`config.mk`:
```
export PLATFORM = sky130hd
export DESIGN_NAME = reliable_ack_retransmit_tracker_flat
export DESIGN_NICKNAME = d
export VERILOG_FILES = /design/src/rtl/rat_pkg.sv /design/src/rtl/rat_req_if.sv /design/src/rtl/rat_table.sv /design/src/rtl/rat_rtt.sv /design/src/rtl/reliable_ack_retransmit_tracker.sv /design/src/flat_wrapper.sv
export SDC_FILE = /design/constraint.sdc
export NUM_CORES = 2
export LEC_CHECK = 0
export BUFFER_PORTS_ARGS = -buffer_cell sky130_fd_sc_hd__buf_2
export CAP_MARGIN = 40
export CORE_MARGIN = 10
export CORE_UTILIZATION = 30
export DETAILED_ROUTE_END_ITERATION = 10
export PLACE_DENSITY = 0.41
export SLEW_MARGIN = 20
export SYNTH_ARGS = -nofsm -noshare
export SYNTH_HDL_FRONTEND = slang
export SYNTH_SLANG_ARGS = --single-unit
```
`constraint.sdc`:
```
create_clock -name clock -period 16.1 [get_ports clock]
set_input_delay 1.61 -clock clock [delete_from_list [all_inputs] [get_ports clock]]
set_output_delay 1.61 -clock clock [all_outputs]
set_load 0.02 [all_outputs]
```
`src/rtl/rat_pkg.sv`:
```
// Package with shared types and constants of the ack retransmit tracker.
package rat_pkg;
   localparam int SEQ_W = 16;
   localparam int TIME_W = 32;
   localparam int RETRY_W = 8;

   typedef enum logic [1:0] {
      KIND_SEND = 2'd0,
      KIND_ACK = 2'd1,
      KIND_TICK = 2'd2,
      KIND_NONE = 2'd3
   } kind_type;

   typedef enum logic [2:0] {
      EV_QUEUED = 3'd0,
      EV_REJECTED = 3'd1,
      EV_ACKED = 3'd2,
      EV_RESEND = 3'd3,
      EV_DONE = 3'd4
   } event_type;

   localparam logic CSR_MIN_RESEND = 1'b0;
   localparam logic CSR_TABLE_LIMIT = 1'b1;

   typedef struct packed {
      logic [1:0] kind;
      logic [15:0] ack_seq;
      logic [15:0] ack_mask;
      logic [15:0] tick_ms;
   } req_type;

   typedef struct packed {
      logic [2:0] event_res;
      logic [15:0] sequence_res;
      logic [7:0] retries;
      logic [31:0] rtt_ms;
      logic last;
   } rsp_type;

   typedef struct packed {
      logic [15:0] seq;
      logic [31:0] sent_at;
      logic [7:0] retries;
   } entry_type;
endpackage

```
`src/rtl/rat_req_if.sv`:
```
// Valid/ready channel interfaces for requests and responses.
interface rat_req_if;
   import rat_pkg::*;
   logic valid;
   logic ready;
   req_type payload;
   modport source (output valid, output payload, input ready);
   modport sink (input valid, input payload, output ready);
endinterface

interface rat_rsp_if;
   import rat_pkg::*;
   logic valid;
   logic ready;
   rsp_type payload;
   modport source (output valid, output payload, input ready);
   modport sink (input valid, input payload, output ready);
endinterface

```
`src/rtl/rat_table.sv`:
```
// Pending entry memory with one write port and one registered read port.
module rat_table #(
   parameter int DEPTH = 32
) (
   input logic clock,
   input logic wr_en,
   input logic [$clog2(DEPTH)-1:0] wr_addr,
   input rat_pkg::entry_type wr_data,
   input logic [$clog2(DEPTH)-1:0] rd_addr,
   output rat_pkg::entry_type rd_data
);
   import rat_pkg::*;
   entry_type mem [DEPTH];

   always_ff @(posedge clock) begin
      if (wr_en) begin
         mem[wr_addr] <= wr_data;
      end
      rd_data <= mem[rd_addr];
   end
endmodule

```
`src/rtl/rat_rtt.sv`:
```
// Update of the smoothed round trip estimate by reciprocal shift and add over four steps.
module rat_rtt (
   input logic clock,
   input logic reset,
   input logic start,
   input logic [31:0] rtt,
   input logic [31:0] sample,
   output logic busy,
   output logic [31:0] result
);
   import rat_pkg::*;
   logic [35:0] x_ff, x_in;
   logic [35:0] q_ff, q_in;
   logic [2:0] cnt_ff, cnt_in;
   logic busy_ff, busy_in;
   logic [35:0] q_a;
   logic [35:0] rem;

   assign busy = busy_ff;
   assign result = q_ff[31:0];

   always_comb begin
      x_in = x_ff;
      q_in = q_ff;
      cnt_in = cnt_ff;
      busy_in = busy_ff;
      q_a = '0;
      rem = '0;
      if (start) begin
         x_in = ({4'd0, rtt} << 3) + {4'd0, rtt} + {4'd0, sample};
         cnt_in = 3'd4;
         busy_in = 1'b1;
      end else if (busy_ff) begin
         unique case (cnt_ff)
            3'd4: begin
               q_a = (x_ff >> 1) + (x_ff >> 2);
               q_in = q_a + (q_a >> 4);
            end
            3'd3: begin
               q_a = q_ff + (q_ff >> 8);
               q_in = q_a + (q_a >> 16);
            end
            3'd2: begin
               q_a = q_ff + (q_ff >> 32);
               q_in = q_a >> 3;
            end
            default: begin
               rem = x_ff - ((q_ff << 3) + (q_ff << 1));
               q_in = q_ff + {35'd0, rem > 36'd9};
            end
         endcase
         cnt_in = cnt_ff - 3'd1;
         busy_in = (cnt_ff != 3'd1);
      end
   end

   always_ff @(posedge clock) begin
      x_ff <= x_in;
      q_ff <= q_in;
      cnt_ff <= cnt_in;
      if (reset) begin
         busy_ff <= 1'b0;
      end else begin
         busy_ff <= busy_in;
      end
   end
endmodule

```
`src/rtl/reliable_ack_retransmit_tracker.sv`:
```
// Top level of the reliable message ack and retransmit tracker.
// A send passes from acceptance through the read and emit states before the next request is taken.
// An ack or tick reads each pending entry in turn through the read and evaluate states;
// a resent entry adds wait, an acked entry divide, move and wait; read and emit end the scan.
// One item is processed at a time; a result waiting in the response register stalls the scan.
// Synchronous reset clears counters, time, estimate and registers to defaults;
// entry memory is not cleared since only entries below the count are read.
module reliable_ack_retransmit_tracker #(
   parameter int PENDING_DEPTH = 32
) (
   input logic clock,
   input logic reset,
   rat_req_if.sink req,
   rat_rsp_if.source rsp,
   input logic csr_write_enable,
   input logic csr_index,
   input logic [15:0] csr_write_data
);
   import rat_pkg::*;
   localparam int AW = (PENDING_DEPTH > 1) ? $clog2(PENDING_DEPTH) : 1;
   localparam int CW = $clog2(PENDING_DEPTH + 1);
   localparam int LW = (CW > 6) ? CW : 6;

   typedef enum logic [6:0] {
      ST_IDLE = 7'b0000001,
      ST_READ = 7'b0000010,
      ST_EVAL = 7'b0000100,
      ST_DIV = 7'b0001000,
      ST_MOVE = 7'b0010000,
      ST_EMIT = 7'b0100000,
      ST_WAIT = 7'b1000000
   } state_type;

   state_type state_ff, state_in;
   req_type cur_ff, cur_in;
   logic [CW-1:0] count_ff, count_in, idx_ff, idx_in;
   logic [15:0] nseq_ff, nseq_in, minr_ff, minr_in;
   logic [5:0] limit_ff, limit_in;
   logic [31:0] now_ff, now_in, rtt_ff, rtt_in;
   logic rv_ff, rv_in;
   rsp_type rp_ff, rp_in;
   entry_type hit_ff, hit_in;
   logic resume_ff, resume_in;

   logic wr_en;
   logic [AW-1:0] wr_addr, rd_addr;
   entry_type wr_data, rd_data;
   logic div_start, div_busy;
   logic [31:0] div_result;
   logic [15:0] seq_gap;
   logic hit;
   logic [32:0] timeout;
   logic [31:0] age;
   logic [CW-1:0] lim;

   rat_table #(.DEPTH(2**AW)) u_table (
      .clock(clock), .wr_en(wr_en), .wr_addr(wr_addr), .wr_data(wr_data),
      .rd_addr(rd_addr), .rd_data(rd_data)
   );

   rat_rtt u_rtt (
      .clock(clock), .reset(reset), .start(div_start), .rtt(rtt_ff),
      .sample(now_ff - rd_data.sent_at), .busy(div_busy), .result(div_result)
   );

   assign req.ready = (state_ff == ST_IDLE);
   assign rsp.valid = rv_ff;
   assign rsp.payload = rp_ff;
   assign seq_gap = cur_ff.ack_seq - rd_data.seq;
   assign hit = (seq_gap == 16'd0) ||
                ((seq_gap <= 16'd16) && cur_ff.ack_mask[seq_gap[3:0] - 4'd1]);
   assign timeout = ({1'b0, rtt_ff} << 1) < {17'd0, minr_ff} ? {17'd0, minr_ff}
                                                            : ({1'b0, rtt_ff} << 1);
   assign age = now_ff - rd_data.sent_at;
   assign lim = (LW'(limit_ff) > LW'(PENDING_DEPTH)) ? CW'(PENDING_DEPTH) : CW'(limit_ff);

   always_comb begin
      state_in = state_ff;
      cur_in = cur_ff;
      count_in = count_ff;
      idx_in = idx_ff;
      nseq_in = nseq_ff;
      now_in = now_ff;
      rtt_in = rtt_ff;
      rv_in = rv_ff;
      rp_in = rp_ff;
      hit_in = hit_ff;
      resume_in = resume_ff;
      minr_in = minr_ff;
      limit_in = limit_ff;
      wr_en = 1'b0;
      wr_addr = idx_ff[AW-1:0];
      wr_data = rd_data;
      rd_addr = idx_ff[AW-1:0];
      div_start = 1'b0;
      if (rv_ff && rsp.ready) begin
         rv_in = 1'b0;
      end
      if (csr_write_enable) begin
         if (csr_index == CSR_MIN_RESEND) begin
            minr_in = csr_write_data;
         end else begin
            limit_in = csr_write_data[5:0];
         end
      end
      unique case (state_ff)
         ST_IDLE: begin
            if (req.valid) begin
               cur_in = req.payload;
               idx_in = '0;
               state_in = ST_READ;
               if (req.payload.kind == KIND_TICK) begin
                  now_in = now_ff + {16'd0, req.payload.tick_ms};
               end
            end
         end
         ST_READ: begin
            if (cur_ff.kind == KIND_SEND || cur_ff.kind == KIND_NONE ||
                idx_ff >= count_ff) begin
               state_in = ST_EMIT;
            end else begin
               state_in = ST_EVAL;
            end
         end
         ST_EVAL: begin
            if (cur_ff.kind == KIND_ACK && hit) begin
               hit_in = rd_data;
               div_start = 1'b1;
               state_in = ST_DIV;
            end else if (cur_ff.kind == KIND_TICK && {1'b0, age} > timeout) begin
               wr_en = 1'b1;
               wr_data.retries = rd_data.retries + 8'd1;
               wr_data.sent_at = now_ff;
               hit_in = wr_data;
               idx_in = idx_ff + 1'b1;
               resume_in = 1'b1;
               state_in = ST_WAIT;
            end else begin
               idx_in = idx_ff + 1'b1;
               state_in = ST_READ;
            end
         end
         ST_DIV: begin
            rd_addr = AW'(count_ff - 1'b1);
            if (!div_busy) begin
               rtt_in = div_result;
               state_in = ST_MOVE;
            end
         end
         ST_MOVE: begin
            wr_en = 1'b1;
            wr_data = rd_data;
            count_in = count_ff - 1'b1;
            resume_in = 1'b1;
            state_in = ST_WAIT;
         end
         ST_WAIT: begin
            if (!rv_ff || rsp.ready) begin
               rv_in = 1'b1;
               rp_in.event_res = (cur_ff.kind == KIND_ACK) ? EV_ACKED : EV_RESEND;
               rp_in.sequence_res = hit_ff.seq;
               rp_in.retries = (cur_ff.kind == KIND_ACK) ? 8'd0 : hit_ff.retries;
               rp_in.rtt_ms = rtt_ff;
               rp_in.last = 1'b0;
               resume_in = 1'b0;
               state_in = ST_READ;
            end
         end
         ST_EMIT: begin
            if (!rv_ff || rsp.ready) begin
               rv_in = 1'b1;
               rp_in.rtt_ms = rtt_ff;
               rp_in.last = 1'b1;
               rp_in.retries = 8'd0;
               rp_in.sequence_res = 16'd0;
               rp_in.event_res = EV_DONE;
               state_in = ST_IDLE;
               if (cur_ff.kind == KIND_SEND) begin
                  rp_in.sequence_res = nseq_ff;
                  if (count_ff >= lim) begin
                     rp_in.event_res = EV_REJECTED;
                  end else begin
                     rp_in.event_res = EV_QUEUED;
                     wr_en = 1'b1;
                     wr_addr = count_ff[AW-1:0];
                     wr_data.seq = nseq_ff;
                     wr_data.sent_at = now_ff;
                     wr_data.retries = 8'd0;
                     count_in = count_ff + 1'b1;
                     nseq_in = nseq_ff + 16'd1;
                  end
               end
            end
         end
         default: state_in = ST_IDLE;
      endcase
   end

   always_ff @(posedge clock) begin
      cur_ff <= cur_in;
      idx_ff <= idx_in;
      rp_ff <= rp_in;
      hit_ff <= hit_in;
      if (reset) begin
         state_ff <= ST_IDLE;
         count_ff <= '0;
         nseq_ff <= '0;
         now_ff <= '0;
         rtt_ff <= '0;
         rv_ff <= 1'b0;
         resume_ff <= 1'b0;
         minr_ff <= 16'd100;
         limit_ff <= 6'd32;
      end else begin
         state_ff <= state_in;
         count_ff <= count_in;
         nseq_ff <= nseq_in;
         now_ff <= now_in;
         rtt_ff <= rtt_in;
         rv_ff <= rv_in;
         resume_ff <= resume_in;
         minr_ff <= minr_in;
         limit_ff <= limit_in;
      end
   end
endmodule

```
`src/flat_wrapper.sv`:
```
// flat-port wrapper written by rule: the top's interface ports become plain ports
module reliable_ack_retransmit_tracker_flat import rat_pkg::*;
#(
   parameter int PENDING_DEPTH = 32
)
  (clock, reset, csr_write_enable, csr_index, csr_write_data, req_valid, req_payload, req_ready, rsp_valid, rsp_payload, rsp_ready);
  rat_req_if req_i ();
  rat_rsp_if rsp_i ();
  input logic clock;
  input logic reset;
  input logic csr_write_enable;
  input logic csr_index;
  input logic [15:0] csr_write_data;
  input wire logic [$bits(req_i.valid)-1:0] req_valid;
  input wire logic [$bits(req_i.payload)-1:0] req_payload;
  output wire logic [$bits(req_i.ready)-1:0] req_ready;
  output wire logic [$bits(rsp_i.valid)-1:0] rsp_valid;
  output wire logic [$bits(rsp_i.payload)-1:0] rsp_payload;
  input wire logic [$bits(rsp_i.ready)-1:0] rsp_ready;
  assign req_i.valid = req_valid;
  assign req_i.payload = req_payload;
  assign req_ready = req_i.ready;
  assign rsp_valid = rsp_i.valid;
  assign rsp_payload = rsp_i.payload;
  assign rsp_i.ready = rsp_ready;
  reliable_ack_retransmit_tracker #(.PENDING_DEPTH(PENDING_DEPTH)) u_core (.clock(clock), .reset(reset), .req(req_i), .rsp(rsp_i), .csr_write_enable(csr_write_enable), .csr_index(csr_index), .csr_write_data(csr_write_data));
endmodule
```
# Word-level counts from Yosys, hierarchy flattened

Memory sizes are Yosys's and may differ from the RTL's. A register that Yosys moved wholly into a read port is not among the register bits.
Index checks and enable logic that the tools add are counted.

Flip-flop bits (word level): 316
RAM bits: 1792
Input bits: 72
Output and inout bits: 62
Memories kept: 1

Memory list:

| memory             | words | bits a word | read ports | clocked after Yosys merged registers in | wr ports | RTL line        | source |
|---|---|---|---|---|---|---|---|
| u_core.u_table.mem | 32    | 56          | 1          | 1                                       | 1        | rat_table.sv:13 | `entry_type mem [DEPTH];` |

Add/subtract/negate cells: 20
Magnitude comparators: 8
Eq/ne operators: 22
Multiplexer cells: 56
Bitwise operators: 4
Reduce and logical (&&, ||, !) cells: 28

Operators with widths:

| cell                | number |
|---|---|
| $mux 56             | 5 |
| $mux 60             | 2 |
| $pmux 60 s2         | 1 |
| $pmux 36 s3         | 1 |
| $mux 40             | 2 |
| $pmux 40 s2         | 1 |
| $add 36x32->36      | 2 |
| $pmux 7 s7          | 1 |
| $mux 6              | 7 |
| $mux 7              | 6 |
| $add 35x32->36      | 1 |
| $add 35x34->36      | 1 |
| $add 36x1->36       | 1 |
| $add 36x20->36      | 1 |
| $add 36x28->36      | 1 |
| $add 36x36->36      | 1 |
| $add 36x4->36       | 1 |
| $gt 36x4->1 const B | 1 |
| $sub 36x36->36      | 1 |
| $gt 32x33->1        | 1 |
| $lt 33x16->1        | 1 |
| $mux 33             | 1 |
| $add 32x16->32      | 1 |
| $sub 32x32->32      | 1 |
| other kinds (44)    | 96 |

# Logic depth before layout (Yosys ltp)

Depth after elaboration: 11
Gate-level depth with buffers: 30

# Cells and area by module

From an unflattened synthesis, not the netlist that was laid out.

Cell total of the unflattened synthesis: 7502
Area, all modules: 101693.8 um^2

By module, submodules not included:

| module                          | times used | cells an instance | area an instance (um^2) |
|---|---|---|---|
| rat_table                       | 1          | 3917              | 70794.1 |
| rat_rtt                         | 1          | 1950              | 15991.6 |
| reliable_ack_retransmit_tracker | 1          | 1635              | 14908.0 |

# Worst setup path after synthesis

Ideal clock, no wire load.

Kind: reg-to-reg
From: reg u_core.now_ff[0]
To: mem u_core.u_table.mem[13][0] (netlist bit), enable pin
Setup time: 0.538 ns
Arrival time: 9.021 ns
Data required time: 15.562 ns
Path slack: 6.541 ns
Cell stages (with the launch flop): 27
Path buffers: 1
Clock period less this slack: 9.559 ns
Cell sequence: dfxtp_1 -> inv_1 -> ha_1 -> inv_1 -> fa_1 -> a21o_1 -> a21oi_1 -> o211ai_1 -> a31o_2 -> a211o_1 -> and2_1 -> a21oi_1 -> o311a_1 -> a211oi_1 -> a211oi_1 -> a22oi_1 -> xor2_1 -> ha_1 -> nand2_1 -> a21oi_1 -> a2111oi_0 -> a2111oi_0 -> o21a_4 -> a21boi_4 -> a2bb2oi_4 -> buf_6 -> nor3_1

Cells in the longest elaborated chain, start to end: 8

RTL lines:

| item                         | RTL line                               | source |
|---|---|---|
| start, declared              | reliable_ack_retransmit_tracker.sv:39  | `logic [31:0] now_ff, now_in, rtt_ff, rtt_in;` |
| start signal, assigned       | reliable_ack_retransmit_tracker.sv:218 | `now_ff <= now_in;` |
| $sub 32x32->32               | reliable_ack_retransmit_tracker.sv:74  | `assign age = now_ff - rd_data.sent_at;` |
| $gt 32x33->1                 | reliable_ack_retransmit_tracker.sv:130 | `end else if (cur_ff.kind == KIND_TICK && {1'b0, age} > timeout) begin` |
| $logic_and 1x1->1            | reliable_ack_retransmit_tracker.sv:130 |  |
| $mux 1                       | reliable_ack_retransmit_tracker.sv:130 |  |
| $mux 1                       | reliable_ack_retransmit_tracker.sv:126 | `if (cur_ff.kind == KIND_ACK && hit) begin` |
| $pmux 1 s3                   | reliable_ack_retransmit_tracker.sv:106 | `unique case (state_ff)` |
| $mux 1                       | rat_table.sv:16                        | `if (wr_en) begin` |
| $mux 1 (implied by the code) | rat_table.sv:17                        | `mem[wr_addr] <= wr_data;` |
| end, declared                | rat_table.sv:13                        |  |

Every way passes these cells.

# Worst setup path after layout

From: reg u_core.now_ff[0]
To: mem u_core.u_table.mem[5][29] (netlist bit), enable pin

The elaborated chain is that of the path after synthesis.

==> flow_summary_export.csv <==
group,metric,value,unit
final_layout,drive_gt1_share,19.5,%
worst_setup_path,crit_path_max_fanout,29,
timing,hold_violations,0,
synth,synthCells,6546,
floorplan,rows,211,
timing,finalSetupTns,0,ps
cts,cts_resized,0,
floorplan,initial_core_util,30.2,%
route,wl,315000,µm
worst_setup_path,timing.rr.end,"u_core.u_table.mem[5][29]",
cts,clock_sinks,2164,
route,first_pass_iters,5,
place,dp_cells,10962,
floorplan,die_w,597,µm
cts,cts-root-buf,"clkbuf_16",
route,route.detailed.drc,0,
worst_setup_path,timing.rr.start,"u_core.now_ff[0]",
worst_setup_path,worstSetupPathType,"reg -> reg",
cts,clkLatencyLatePin,900,ps
worst_hold_path,hp-start,"u_core.u_table.rd_data[45]",
final_layout,stdcell_count,11441,
cts,post-cts-setup-buffer-count,0,
global_routing,antenna_found_initial,8,
timing,finalMaxSlewViolations,0,
cts,cts_tree,"built",
global_routing,grt_pass1_wl,450000,µm
timing,setup_viol,0,
route,vias,58013,
timing,period_needed,7810,ps
final_layout,num-fill-cells,31726,
synth,synth_edf_count,1988,
cts,path_clk_slew,50,ps
pwr,ir_worst_vdd,0.000127,V
worst_setup_path,critical_path_required,16590,ps
pwr,p_total,18800,µW
route,drt-wirelength-per-cell,27.5,µm
synth,synth_commonest_cells,"edfxtp_1, mux4_2, nand2_1",
place,dp.final_hpwl,204000,µm
worst_setup_path,start_kind,"flip-flop",
synth,synth_top_area_cell,"edfxtp_1",
timing,finalCritPeriodShare,48.5,%
synth,yosysMostFrequentCell,"edfxtp_1",
worst_hold_path,min_path_cells,0,
pwr,power.density,162,mW/mm²
worst_hold_path,hold_path_class,"reg -> reg",
synth,syn_area_per_cell,15.3,µm²
worst_setup_path,r2r_setup_slack,8290,ps
synth,syn_nets,7015,
place,gp_congestion,0.842,
synth,synth_flop_cell,"edfxtp_1",
floorplan,die_h,597,µm
cts,hold_buffers,0,
synth,synth.top_cells.by_area,"edfxtp_1, mux4_2, ha_1",
synth,yosys.area.top_type_share,59.7,%
floorplan,pin_count,134,
route,viasPerCell,5.07,
final_layout,nets,7339,
cts,clk_path_buf_depth,4,
synth,yosys_warnings,0,
global_routing,overflow,0,
global_routing,first_global_vias,60359,
pwr,p_leak,0.0400,µW
timing,finalClockSkew,50.7,ps
worst_hold_path,hold_end,"u_core.hit_ff[45]",
worst_setup_path,cpMaxStageDelayCell,"buf_4",
final_layout,final_util,35.0,%
timing,slew_headroom,39.6,%
timing,fmax,0.128,GHz
worst_setup_path,r2r_cells,28,
cts,cts_htree_levels,5,
cts,numCtsBuffers,264,
global_routing,track_usage,17.2,%
place,io_buffers,133,
synth,synth-seq-cells,2164,
floorplan,coreArea,0.331,mm²
worst_setup_path,worstPathArrival,8300,ps
synth,synth-async-reset-ratio,0,%
timing,worst-slew-pin-transition,906,ps
run_status,outcome,"completed",
route,first_iter_violations,4335,
global_routing,grt_max_degree,115,
synth,ys_seq_area_share,63.3,%
route,postRouteAntennaNets,0,
synth,netlist_area,0.0999,mm²
worst_setup_path,end_kind,"flip-flop",
run,cap_violations,0,
floorplan,die-area,0.357,mm²
final_layout,syn_to_final_growth,15.9,%
timing,grt_setup_unrepaired,"no",
synth,synth_cell_type_count,91,
worst_setup_path,max_stage_delay,640,ps
-- how the worst max path moves through the flow --
stage / cells after the start / slack [ps] / to / startpoint
floorplan: 26 / 6540 / u_core.u_table.mem[13][0] / u_core.now_ff[0]
global placement: 27 / 7990 / u_core.u_table.mem[19][2] / u_core.now_ff[0]
detailed placement: 28 / 8160 / u_core.u_table.mem[19][2] / u_core.now_ff[0]
CTS: 28 / 8140 / u_core.u_table.mem[19][18] / u_core.now_ff[0]
global route: 28 / 7860 / u_core.u_table.mem[5][29] / u_core.now_ff[0]
finish: 28 / 8290 / u_core.u_table.mem[5][29] / u_core.now_ff[0]
-- critical path: cells and delay by family (launching register included) --
| kind | cells | cell delay, ps |
|---|---|---|
| buf+inv | 5 | 1600 |
| xor+xnor | 1 | 190 |
| fa+ha+maj | 3 | 890 |
| simple gates | 3 | 520 |
| flops | 1 | 340 |
| compound gates | 16 | 3790 |
-- per-stage QoR --
| step | setup slack (ps) | cell area (µm²) | hold WS (ps) |
|---|---|---|---|
| final | 8290 | 116000 | 428 |
| after global routing | 7860 | 116000 | 450 |
| after CTS | 8140 | 116000 | 428 |
| after detailed placement | 8160 | 107000 | 414 |
| after global placement | 7990 | 107000 | 420 |
| after floorplan | 6540 | 99900 | 408 |
-- routing by layer --
metal	vias up	part of all wire [%]	GRT usage (%)
met5	-	0	0
met4	0	2.8	4.45
met3	361	3.6	2.18
met2	1183	49	29.1
met1	30337	45	23.3
li1	26132	-	-
-- logic make-up (layout without fill, tap and decap cells) --
kind of cell | Yosys count | in the layout | synth area share, %
flip-flops | 2164 | 2164 | 63.3
AND/OR/NAND/NOR | 1203 | 1203 | 5.63
AO/OA/AOI/OAI | 1120 | 1120 | 7.09
multiplexers | 735 | 735 | 13.3
buffers and inverters | 595 | 1122 | 2.30
adder cells (fa/ha/maj) | 397 | 397 | 5.49
XOR/XNOR | 332 | 332 | 2.91
other | 0 | 2 | 0
-- cell usage in the layout (no fill, tap or decap), types with 40 or more instances in the layout --
cell       netlist  final
edfxtp_1      1988   1988
mux4_2         453    453
nand2_1        416    416
a21oi_1        373    373
ha_1           328    328
inv_1          324    323
nor2_1         281    279
clkbuf_16        0    269
xnor2_1        220    220
o21ai_0        229    213
dfxtp_1        176    176
buf_4            0    156
mux2i_1        136    133
buf_2           14    133
a21o_1         127    127
mux2_2         115    115
nand3_1        115    114
xor2_1         112    112
o211ai_1        81     81
fa_1            69     69
clkbuf_1       188     67
nor3_1          93     60
nand4_1         46     46
clkinv_1         3     43
nor2b_1         45     43
and3_1          40     40
-- sequential cells by signal, indices dropped and copies added, names as in the netlist, 3 cells and up --
| register | count |
|---|---|
| u_core.count_ff | 6 |
| u_core.cur_ff | 34 |
| u_core.hit_ff | 24 |
| u_core.idx_ff | 6 |
| u_core.limit_ff | 6 |
| u_core.minr_ff | 16 |
| u_core.now_ff | 32 |
| u_core.nseq_ff | 16 |
| u_core.rsp.payload | 60 |
| u_core.rtt_ff | 32 |
| u_core.state_ff | 7 |
| u_core.u_rtt.cnt_ff | 3 |
| u_core.u_rtt.q_ff | 36 |
| u_core.u_rtt.x_ff | 36 |
| u_core.u_table.mem | 1792 |
| u_core.u_table.rd_data | 56 |
-- area by class of cell --
cell class / instances / area [µm²] / share of cell area [%]
flip-flops and latches: 2164 / 63200 / 54.6
multi-input cells: 3787 / 34900 / 30.1
clock buffers: 355 / 7240 / 6.25
well taps: 4366 / 5460 / 4.72
repair buffers: 326 / 2640 / 2.28
inverters: 327 / 1230 / 1.06
clock inverters: 114 / 1180 / 1.02
diodes: 2 / 5.00 / 0.00432
-- where the power goes --
| part | switching, µW | internal (µW) | total (µW) | leakage (µW) |
|---|---|---|---|---|
| clock network | 2390 | 3460 | 5850 | 0.00410 |
| logic | 3640 | 2170 | 5810 | 0.0165 |
| registers | 136 | 7000 | 7130 | 0.0194 |
| total | 6170 | 12600 | 18800 | 0.0400 |
Power figures use the tool's default switching activity.
